## src/sv/diff_drive_wheel_cmd_and_odometry_unit_assert.svh

```systemverilog
// Assertion macros for the wheel command and odometry block.
// Bodies are empty when SYNTHESIS is defined.
`ifndef DIFF_DRIVE_WHEEL_CMD_AND_ODOMETRY_UNIT_ASSERT_SVH
`define DIFF_DRIVE_WHEEL_CMD_AND_ODOMETRY_UNIT_ASSERT_SVH

`ifndef SYNTHESIS
// Checked property, disabled while reset is low
`define DDWC_ASSERT_RST(lbl, clk, rstn, prop, msg) \
  lbl: assert property (@(posedge clk) disable iff (!(rstn)) prop) else $error(msg);
// Checked property, also during reset
`define DDWC_ASSERT_ALWAYS(lbl, clk, prop, msg) \
  lbl: assert property (@(posedge clk) prop) else $error(msg);
`else
`define DDWC_ASSERT_RST(lbl, clk, rstn, prop, msg)
`define DDWC_ASSERT_ALWAYS(lbl, clk, prop, msg)
`endif

`endif

```

## src/sv/ddwc_pkg.sv

```systemverilog
`default_nettype none
package ddwc_pkg;

  // CORDIC iteration count (8..32)
  localparam int CORDIC_ITERS = 16;

  // datapath widths
  localparam int DW     = 48;   // CORDIC / multiplier operand width
  localparam int PW     = 80;   // product width
  localparam int Q_W    = 15;   // goal quotient magnitude bits

  // fixed constants
  localparam logic [31:0] K_Q20     = 32'd636751;
  localparam logic [31:0] VEL_SCALE = 32'd1000000;
  localparam logic [63:0] VEL_DIV   = 64'd65536000000;
  localparam logic [63:0] SAT_LIM   = 64'd32767 * VEL_DIV;
  localparam logic [Q_W-1:0] Q_MAX  = '1;

  // divide by 65536e6 = 2^22 * 15625: drop 22 bits, then multiply by
  // ceil(2^43 / 15625) and keep bits from 43 up (exact below 2^29)
  localparam int          G_SHIFT   = 22;
  localparam int          Q_LSB     = 43;
  localparam logic [31:0] VEL_RECIP = 32'd562949954;

  // register indexes
  localparam logic [2:0] REG_HALF_TRACK = 3'd0;
  localparam logic [2:0] REG_VEL_GAIN   = 3'd1;
  localparam logic [2:0] REG_UM_PER_CNT = 3'd2;
  localparam logic [2:0] REG_ANG_PER_CNT = 3'd3;
  localparam logic [2:0] REG_JUMP_THR   = 3'd4;

  // sequencer states
  typedef enum logic [3:0] {
    ST_IDLE, ST_M_HT, ST_M_V, ST_M_G, ST_M_Q, ST_DFIN,
    ST_M_LEN, ST_M_STEP, ST_CORD, ST_M_KX, ST_M_KY, ST_APPLY, ST_FIN
  } state_t;

  // arctangent table, 2^32 per turn
  function automatic logic [31:0] atan_bam(input logic [4:0] i);
    logic [31:0] r;
    case (i)
      5'd0:  r = 32'h20000000;
      5'd1:  r = 32'h12E4051E;
      5'd2:  r = 32'h09FB385B;
      5'd3:  r = 32'h051111D4;
      5'd4:  r = 32'h028B0D43;
      5'd5:  r = 32'h0145D7E1;
      5'd6:  r = 32'h00A2F61E;
      5'd7:  r = 32'h00517C55;
      5'd8:  r = 32'h0028BE53;
      5'd9:  r = 32'h00145F2F;
      5'd10: r = 32'h000A2F98;
      5'd11: r = 32'h000517CC;
      5'd12: r = 32'h00028BE6;
      5'd13: r = 32'h000145F3;
      5'd14: r = 32'h0000A2FA;
      5'd15: r = 32'h0000517D;
      5'd16: r = 32'h000028BE;
      5'd17: r = 32'h0000145F;
      5'd18: r = 32'h00000A30;
      5'd19: r = 32'h00000518;
      5'd20: r = 32'h0000028C;
      5'd21: r = 32'h00000146;
      5'd22: r = 32'h000000A3;
      5'd23: r = 32'h00000051;
      5'd24: r = 32'h00000029;
      5'd25: r = 32'h00000014;
      5'd26: r = 32'h0000000A;
      5'd27: r = 32'h00000005;
      5'd28: r = 32'h00000003;
      5'd29: r = 32'h00000001;
      5'd30: r = 32'h00000001;
      default: r = 32'h00000000;
    endcase
    return r;
  endfunction

  // saturate a 49-bit sum to 32 bits signed
  function automatic logic signed [31:0] sat32(input logic signed [DW:0] v);
    logic signed [31:0] r;
    if (v > $signed((DW+1)'(32'sh7FFFFFFF))) r = 32'sh7FFFFFFF;
    else if (v < -$signed((DW+1)'(33'sh080000000))) r = 32'sh80000000;
    else r = v[31:0];
    return r;
  endfunction

  // round a 2^30-scale value to Q1.15 and saturate
  function automatic logic signed [15:0] rnd_q15(input logic signed [DW-1:0] v);
    logic signed [DW-1:0] t;
    logic signed [15:0] r;
    t = (v + DW'(48'sd16384)) >>> 15;
    if (t > DW'(48'sd32767)) r = 16'sh7FFF;
    else if (t < -DW'(48'sd32768)) r = 16'sh8000;
    else r = t[15:0];
    return r;
  endfunction

endpackage
`default_nettype wire

```

## src/sv/ddwc_cordic.sv

```systemverilog
`default_nettype none
// Iterative rotation of (len, 0) by a binary angle, one step per cycle, no gain fix
module ddwc_cordic import ddwc_pkg::*; (
  input  wire logic                 clk,
  input  wire logic                 rst_n,
  input  wire logic                 start,
  input  wire logic signed [DW-1:0] len,
  input  wire logic        [31:0]   ang,
  output logic                      done,
  output logic signed [DW-1:0]      x_out,
  output logic signed [DW-1:0]      y_out
);

  localparam int CNT_W = $clog2(CORDIC_ITERS);
  localparam logic signed [33:0] QUARTER = 34'sd1073741824;
  localparam logic signed [33:0] HALF    = 34'sd2147483648;

  logic signed [DW-1:0] x_r, y_r;
  logic signed [33:0]   z_r;
  logic [CNT_W-1:0]     cnt_r;
  logic                 busy_r, done_r;
  logic signed [33:0]   z0;
  logic signed [DW-1:0] xs, ys;
  logic signed [33:0]   at;

  assign z0 = {{2{ang[31]}}, ang};
  assign xs = x_r >>> cnt_r;
  assign ys = y_r >>> cnt_r;
  assign at = $signed({2'b00, atan_bam(5'(cnt_r))});

  always_ff @(posedge clk) begin
    if (!rst_n) begin
      busy_r <= 1'b0;
      done_r <= 1'b0;
    end else begin
      done_r <= 1'b0;
      if (start) begin
        busy_r <= 1'b1;
      end else if (busy_r && cnt_r == CNT_W'(CORDIC_ITERS - 1)) begin
        busy_r <= 1'b0;
        done_r <= 1'b1;
      end
    end
  end

  // quadrant pre-rotation, then micro-rotations
  always_ff @(posedge clk) begin
    if (start) begin
      cnt_r <= '0;
      y_r   <= '0;
      if (z0 > QUARTER) begin
        z_r <= z0 - HALF;
        x_r <= -len;
      end else if (z0 < -QUARTER) begin
        z_r <= z0 + HALF;
        x_r <= -len;
      end else begin
        z_r <= z0;
        x_r <= len;
      end
    end else if (busy_r) begin
      cnt_r <= cnt_r + 1'b1;
      if (!z_r[33]) begin
        x_r <= x_r - ys;
        y_r <= y_r + xs;
        z_r <= z_r - at;
      end else begin
        x_r <= x_r + ys;
        y_r <= y_r - xs;
        z_r <= z_r + at;
      end
    end
  end

  assign done  = done_r;
  assign x_out = x_r;
  assign y_out = y_r;

endmodule
`default_nettype wire

```

## config.mk

```make
export PLATFORM = sky130hd
export DESIGN_NAME = ddwc_cordic
export DESIGN_NICKNAME = d
export VERILOG_FILES = /design/src/sv/diff_drive_wheel_cmd_and_odometry_unit_assert.svh /design/src/sv/ddwc_pkg.sv /design/src/sv/ddwc_cordic.sv
export SDC_FILE = /design/constraint.sdc
export NUM_CORES = 1
export LEC_CHECK = 0
export BUFFER_PORTS_ARGS = -buffer_cell sky130_fd_sc_hd__buf_4
export CORE_ASPECT_RATIO = 1.5
export CORE_MARGIN = 2
export CORE_UTILIZATION = 40
export DETAILED_ROUTE_END_ITERATION = 8
export PLACE_DENSITY_LB_ADDON = 0.25
export RECOVER_POWER = 25
export SKIP_CTS_REPAIR_TIMING = 1
export SYNTH_ARGS = -nofsm -noshare
export SYNTH_HDL_FRONTEND = slang
export SYNTH_SLANG_ARGS = --single-unit
```

## constraint.sdc

```tcl
create_clock -name clk -period 9.4 [get_ports clk]
set_input_delay 0 -clock clk [delete_from_list [all_inputs] [get_ports clk]]
set_output_delay 0 -clock clk [all_outputs]
set_load 0.05 [all_outputs]
```

==> results of run 1 <==
## state kept, by name, indices dropped and copies added (netlist names)
signal	flops
at	30
y_out	48
done	1
busy_r	1
z_r	34
x_out	48
cnt_r	4
## logic make-up (layout without fill, tap and decap cells)
| logic type | count (synthesis) | count (layout) | synth area share (%) |
|---|---|---|---|
| xor gates and xnor gates | 269 | 269 | 10.8 |
| adders and majority gates | 154 | 154 | 8.93 |
| DFF | 166 | 166 | 19.0 |
| AOI/OAI and AO/OA | 773 | 773 | 21.8 |
| muxes | 240 | 240 | 17.2 |
| and+or+nand+nor | 859 | 859 | 18.6 |
| buffers and inverters | 201 | 363 | 3.72 |
## per-stage QoR
step	worst slack, ps	std cells
2_1_floorplan	2620	2662
3_3_place_gp	2090	3420
3_5_place_dp	2010	3420
4_1_cts	1980	3452
5_1_grt	1450	3513
6_report	1840	3513
## synth_stat cells (all sizes together) (54+ instances only)
| cell type | instances | area share, % |
|---|---|---|
| edfxtp | 82 | 11 |
| mux2 | 54 | 2.8 |
| nand2 | 288 | 5.0 |
| clkbuf | 74 | 1.3 |
| mux4 | 99 | 10 |
| dfxtp | 84 | 7.7 |
| mux2i | 87 | 4.0 |
| buf | 60 | 1.3 |
| xor2 | 128 | 5.1 |
| nor2 | 236 | 4.1 |
| a21o | 92 | 3.2 |
| xnor2 | 141 | 5.7 |
| inv | 66 | 1.1 |
| nor3 | 54 | 1.2 |
| o21ai | 179 | 4.1 |
| a21oi | 259 | 5.9 |
| ha | 151 | 8.7 |
## worst paths after layout
kind,from,to,slack (ps),cells after the start
worst min register to register,y_out[0],y_out[0],540,2
worst max register to register,cnt_r[1],x_out[47],1840,23
worst max-delay path,cnt_r[1],x_out[47],1840,23
worst min-delay path,len[2],x_out[2],-40,3
## critical path: stages (launching register included)
cell                        delay (ps)
sky130_fd_sc_hd__dfxtp_4           930
sky130_fd_sc_hd__buf_4             360
sky130_fd_sc_hd__mux4_2            580
sky130_fd_sc_hd__a221o_1           270
sky130_fd_sc_hd__or3_1             330
sky130_fd_sc_hd__o22ai_1           270
sky130_fd_sc_hd__and3_1            250
sky130_fd_sc_hd__nor2b_1           400
sky130_fd_sc_hd__nor2b_1           300
sky130_fd_sc_hd__and3_1            250
sky130_fd_sc_hd__a21oi_1           100
sky130_fd_sc_hd__xnor2_1           170
sky130_fd_sc_hd__ha_1              250
sky130_fd_sc_hd__a21o_1            170
sky130_fd_sc_hd__a21o_1            160
sky130_fd_sc_hd__a21oi_1           170
sky130_fd_sc_hd__o211ai_1          150
sky130_fd_sc_hd__a221oi_1          370
sky130_fd_sc_hd__a21oi_1           150
sky130_fd_sc_hd__o41ai_1           820
sky130_fd_sc_hd__a211oi_1          240
sky130_fd_sc_hd__o2111ai_1         290
sky130_fd_sc_hd__and3_1            190
sky130_fd_sc_hd__o31ai_1            60
## per-layer routing
| layer | wire, µm | vias up | track usage [%] |
|---|---|---|---|
| met2 | 40500 | 646 | 50.2 |
| met4 | 4030 | 0 | 14.7 |
| li1 | - | 10200 | - |
| met3 | 3440 | 184 | 3.85 |
| met5 | 0 | - | 0 |
| met1 | 28400 | 10200 | 27.9 |
## layout by cell type (no fill, tap or decap), drive strengths merged, types with 97 or more instances in the layout
cell      n
nand2   288
a21oi   259
nor2    236
o21ai   179
ha      151
xnor2   141
xor2    128
buf     123
mux4     99
clkbuf   97
## cell type report
class | instances | area share, %
flip-flops and latches | 166 | 16.9
multi-input cells | 2295 | 68.7
clock buffers | 17 | 1.73
repair buffers | 264 | 7.53
well taps | 689 | 3.51
clock inverters | 15 | 0.636
inverters | 67 | 1.03
==> out/metrics.cfg, run 1 <==
[sta]
grt_setup_unrepaired = no
setup-violations-final = 0
clock-skew-final_ps = 21.2
setup-tns-final_ps = 0
tightestPinTransition_ps = 1030
hold_ws_ps = -37.4
fin_crit_sh_pct = 80.4
hold_viol_final = 13
timing.final.crit_period_ps = 7560
worst_slew_slack_as_a_fraction_of_its_limit_pct = 29.4
timing.final.max_slew_violations = 0
max_frequency_mhz = 132

[synth]
nets_in_the_synthesized_netlist = 2899
synthFlopType = sky130_fd_sc_hd__dfxtp_1
synth_sequential_area_ratio_pct = 19.0
synth-warning-count = 0
synthesis.area_per_instance_um2 = 8.20
synthCells = 2662
synthDistinctLibCells = 78
synth_enable_flop_cells = 82
synthesis_stage_register_bit_count = 166
fraction_of_synthesis_flops_using_an_asynchronous_set_or_reset_pin_pct = 0
syn-cell-area_um2 = 21800

[die]
std_cell_rows = 104
floorplan.initialDensity_pct = 40.6
floorplan.die_area_um2 = 56500
die_height_um = 290
core_um2 = 53700
die_x_um = 195
pin_count = 180

[global_routing]
gr-usage-all-layers_pct = 26.5
maximum_number_of_pins_on_one_net_before_global_route_repair = 119
grt_overflow_total = 0
first_global_vias = 21200
number_of_antenna_violations_at_the_first_check_in_global_routing = 0
grt_first_pass_wirelength_mm = 117

[cells_and_area]
area_delta_synth_final_pct = 12.6
seqCellArea_um2 = 4160
drive_gt1_share_pct = 11.9
num-fill-cells = 5366
finish.net_count = 3048
finish.utilization_pct = 45.7
multi_input_comb_area_um2 = 16900
insertedDiodeCount = 0
finish.instance_area_um2 = 24600

[cts]
tritoncts = built
ctsLongestPathBuffers = 2
cts_num_sinks = 166
cts.root.buffer_cell = sky130_fd_sc_hd__clkbuf_16
clk_latency_ps = 500
ctsHtreeMaxLevel = 4
clk_pin_slew_worst_setup_hold_paths_ps = 90
cts_made_buffers = 17

[setup_path]
worst_setup_path_end_kind = register
worst-path-max-fanout = 56
crit_arrival_ps = 7790
wp_data_required_ps = 9630
classification_of_the_worst_setup_path = reg -> reg
start_kind = register

[routing]
first_iter_violations = 1177
wl_per_cell_um = 21.7
wl_mm = 76.4
antenna_violating_nets_post_route = 0
num_vias = 21200
vias_per_cell = 6.03
drcViolationCount = 0
drtPass1Iterations = 8

[run]
drv.max_cap_violation_count = 0

[hold_path]
timing.hold.worst.class = in -> reg

[status]
violations = negative hold slack
status = finished, violations left

[place]
final_estimated_routing_congestion_in_global_placement = 0.934
area_after_dpl_um2 = 23700
post-dp-hpwl_mm = 58.7
port_buffers = 179

Power of run 1 is not shown: default switching activity piles up to over one toggle a cycle in this logic, so the estimate is an artifact.
==> inputs of run 2 (changes only) <==
==> constraint.sdc (replaced) <==
create_clock -name clk -period 6.6 [get_ports clk]
set_input_delay 0 -clock clk [delete_from_list [all_inputs] [get_ports clk]]
set_output_delay 0 -clock clk [all_outputs]
set_load 0.05 [all_outputs]
==> run 2 against run 1 <==
  * The flow still finishes with violations (negative hold slack)
  * Sequential share of layout area fell by 0.42 points
  * Final cell count up 2.0%
  * Register-to-register slack got worse by 1500 ps
  * Routed wire length up 3.3%
  * Clock-buffer cell count up 2
  * Maximum frequency grew 21%
==> out/metrics.cfg, run 2 (synthesis results as in run 1) <==
[status]
status = finished, violations left
violations = negative hold slack

[sta]
max_frequency_mhz = 160
worst_slew_slack_as_a_fraction_of_its_limit_pct = 35.6
clock-skew-final_ps = 16.9
grt_setup_unrepaired = no
setup-violations-final = 0
timing.final.max_slew_violations = 0
tightestPinTransition_ps = 942
timing.final.crit_period_ps = 6270
fin_crit_sh_pct = 95.0
hold_viol_final = 17
hold_ws_ps = -47.8

[cts]
ctsLongestPathBuffers = 2
ctsHtreeMaxLevel = 4
clk_latency_ps = 500
clk_pin_slew_worst_setup_hold_paths_ps = 80
cts_num_sinks = 166
cts.root.buffer_cell = sky130_fd_sc_hd__clkbuf_16
cts_made_buffers = 17
tritoncts = built

[cells_and_area]
most_common_cell_after_layout_fill_and_taps_aside = sky130_fd_sc_hd__nand2_1
insertedDiodeCount = 0
drive_gt1_share_pct = 14.5
finish.instance_area_um2 = 25200
layoutNonFillerInstCount = 3583
area_delta_synth_final_pct = 15.6
finish.net_count = 3118
mostFrequentLayoutCells = sky130_fd_sc_hd__nand2_1 (288), sky130_fd_sc_hd__a21oi_1 (259), sky130_fd_sc_hd__nor2_1 (236), sky130_fd_sc_hd__buf_4 (186), sky130_fd_sc_hd__o21ai_0 (178)
finish.utilization_pct = 46.9

[setup_path]
worst_setup_path_end_kind = register
start_kind = register
classification_of_the_worst_setup_path = reg -> reg
worst-path-max-fanout = 34
critical-path-max-stage-delay_ps = 590
wp_data_required_ps = 6830
critical_path.slowest_cell = sky130_fd_sc_hd__dfxtp_4
timing.critical_path.buf_inv = 2
crit_arrival_ps = 6500
timing.critical_path.cells = buf_4 > buf_4 > mux4_2 > mux2i_1 > nand2_1 > a2111oi_1 > and4_1 > nor3b_2 > a41oi_1 > xor2_1 > ha_1 > a21o_1 > a21o_1 > a21oi_1 > o21ai_0 > or3_1 > o2111ai_1 > and3_1 > o31ai_1
worst_path_dominant_cell_family = compound AO/OA/AOI/OAI gates

[routing]
vias_per_cell = 6.01
num_vias = 21500
maxUsedRoutingLayer = met4
wl_per_cell_um = 22.0
m1WireLength_mm = 29.2
first_iter_violations = 1297
antenna_violating_nets_post_route = 0
dr_wl_met3_mm = 3.87
drcViolationCount = 0
wl_mm = 78.9
metal2_wl_mm = 41.9
drtPass1Iterations = 7

[die]
die_x_um = 195
std_cell_rows = 104
die_height_um = 290
floorplan.die_area_um2 = 56500
floorplan.initialDensity_pct = 40.6
pin_count = 180
core_um2 = 53700

[global_routing]
gr-usage-all-layers_pct = 27.4
number_of_antenna_violations_at_the_first_check_in_global_routing = 0
maximum_number_of_pins_on_one_net_before_global_route_repair = 96
first_global_vias = 21400
grt_overflow_total = 0
grt_first_pass_wirelength_mm = 121

[place]
dp.cells = 3495
area_after_dpl_um2 = 24300
final_estimated_routing_congestion_in_global_placement = 0.941
post-dp-hpwl_mm = 61.8
port_buffers = 179

[run]
drv.max_cap_violation_count = 0

[hold_path]
timing.hold.worst.class = in -> reg

==> run 2: metal layers <==
| metal | vias up | global-route usage (%) |
|---|---|---|
| met2 | 713 | 51.7 |
| met4 | 0 | 13.7 |
| met3 | 165 | 3.58 |
| li1 | 10300 | - |
| met5 | - | 0 |
| met1 | 10300 | 29.8 |
==> run 2: final timing paths <==
path,start,endpoint,slack (ps),depth (start not counted)
max,cnt_r[2],x_out[47],330,19
min,len[2],x_out[2],-50,3
max reg2reg,cnt_r[2],x_out[47],330,19
min reg2reg,y_out[0],y_out[0],550,2
==> run 2: cell type report <==
type,count,area [µm²]
clock inverter,13,143
multi-input combinational,2295,16900
clock buffer,19,453
inverter,67,253
timing repair buffer,334,2410
tap,689,862
sequential,166,4160
fill,5315,28500
==> run 2: worst reg2reg max path, stage by stage (launching register included) <==
cell                        delay (ps)
sky130_fd_sc_hd__dfxtp_4           590
sky130_fd_sc_hd__buf_4             320
sky130_fd_sc_hd__buf_4             410
sky130_fd_sc_hd__mux4_2            410
sky130_fd_sc_hd__mux2i_1           240
sky130_fd_sc_hd__nand2_1           140
sky130_fd_sc_hd__a2111oi_1         500
sky130_fd_sc_hd__and4_1            310
sky130_fd_sc_hd__nor3b_2           390
sky130_fd_sc_hd__a41oi_1           380
sky130_fd_sc_hd__xor2_1            270
sky130_fd_sc_hd__ha_1              370
sky130_fd_sc_hd__a21o_1            210
sky130_fd_sc_hd__a21o_1            170
sky130_fd_sc_hd__a21oi_1           250
sky130_fd_sc_hd__o21ai_0           190
sky130_fd_sc_hd__or3_1             360
sky130_fd_sc_hd__o2111ai_1         230
sky130_fd_sc_hd__and3_1            190
sky130_fd_sc_hd__o31ai_1            60
==> run 2: stage by stage <==
| step | TNS [ps] | setup slack (ps) |
|---|---|---|
| after floorplan | 0 | 24.4 |
| after global placement | -20.8 | -13.7 |
| after detailed placement | -31.3 | -15.8 |
| after CTS | -88.1 | -46.5 |
| after global routing | 0 | 32.3 |
| final | 0 | 332 |
Power of run 2 is left out for the same reason.
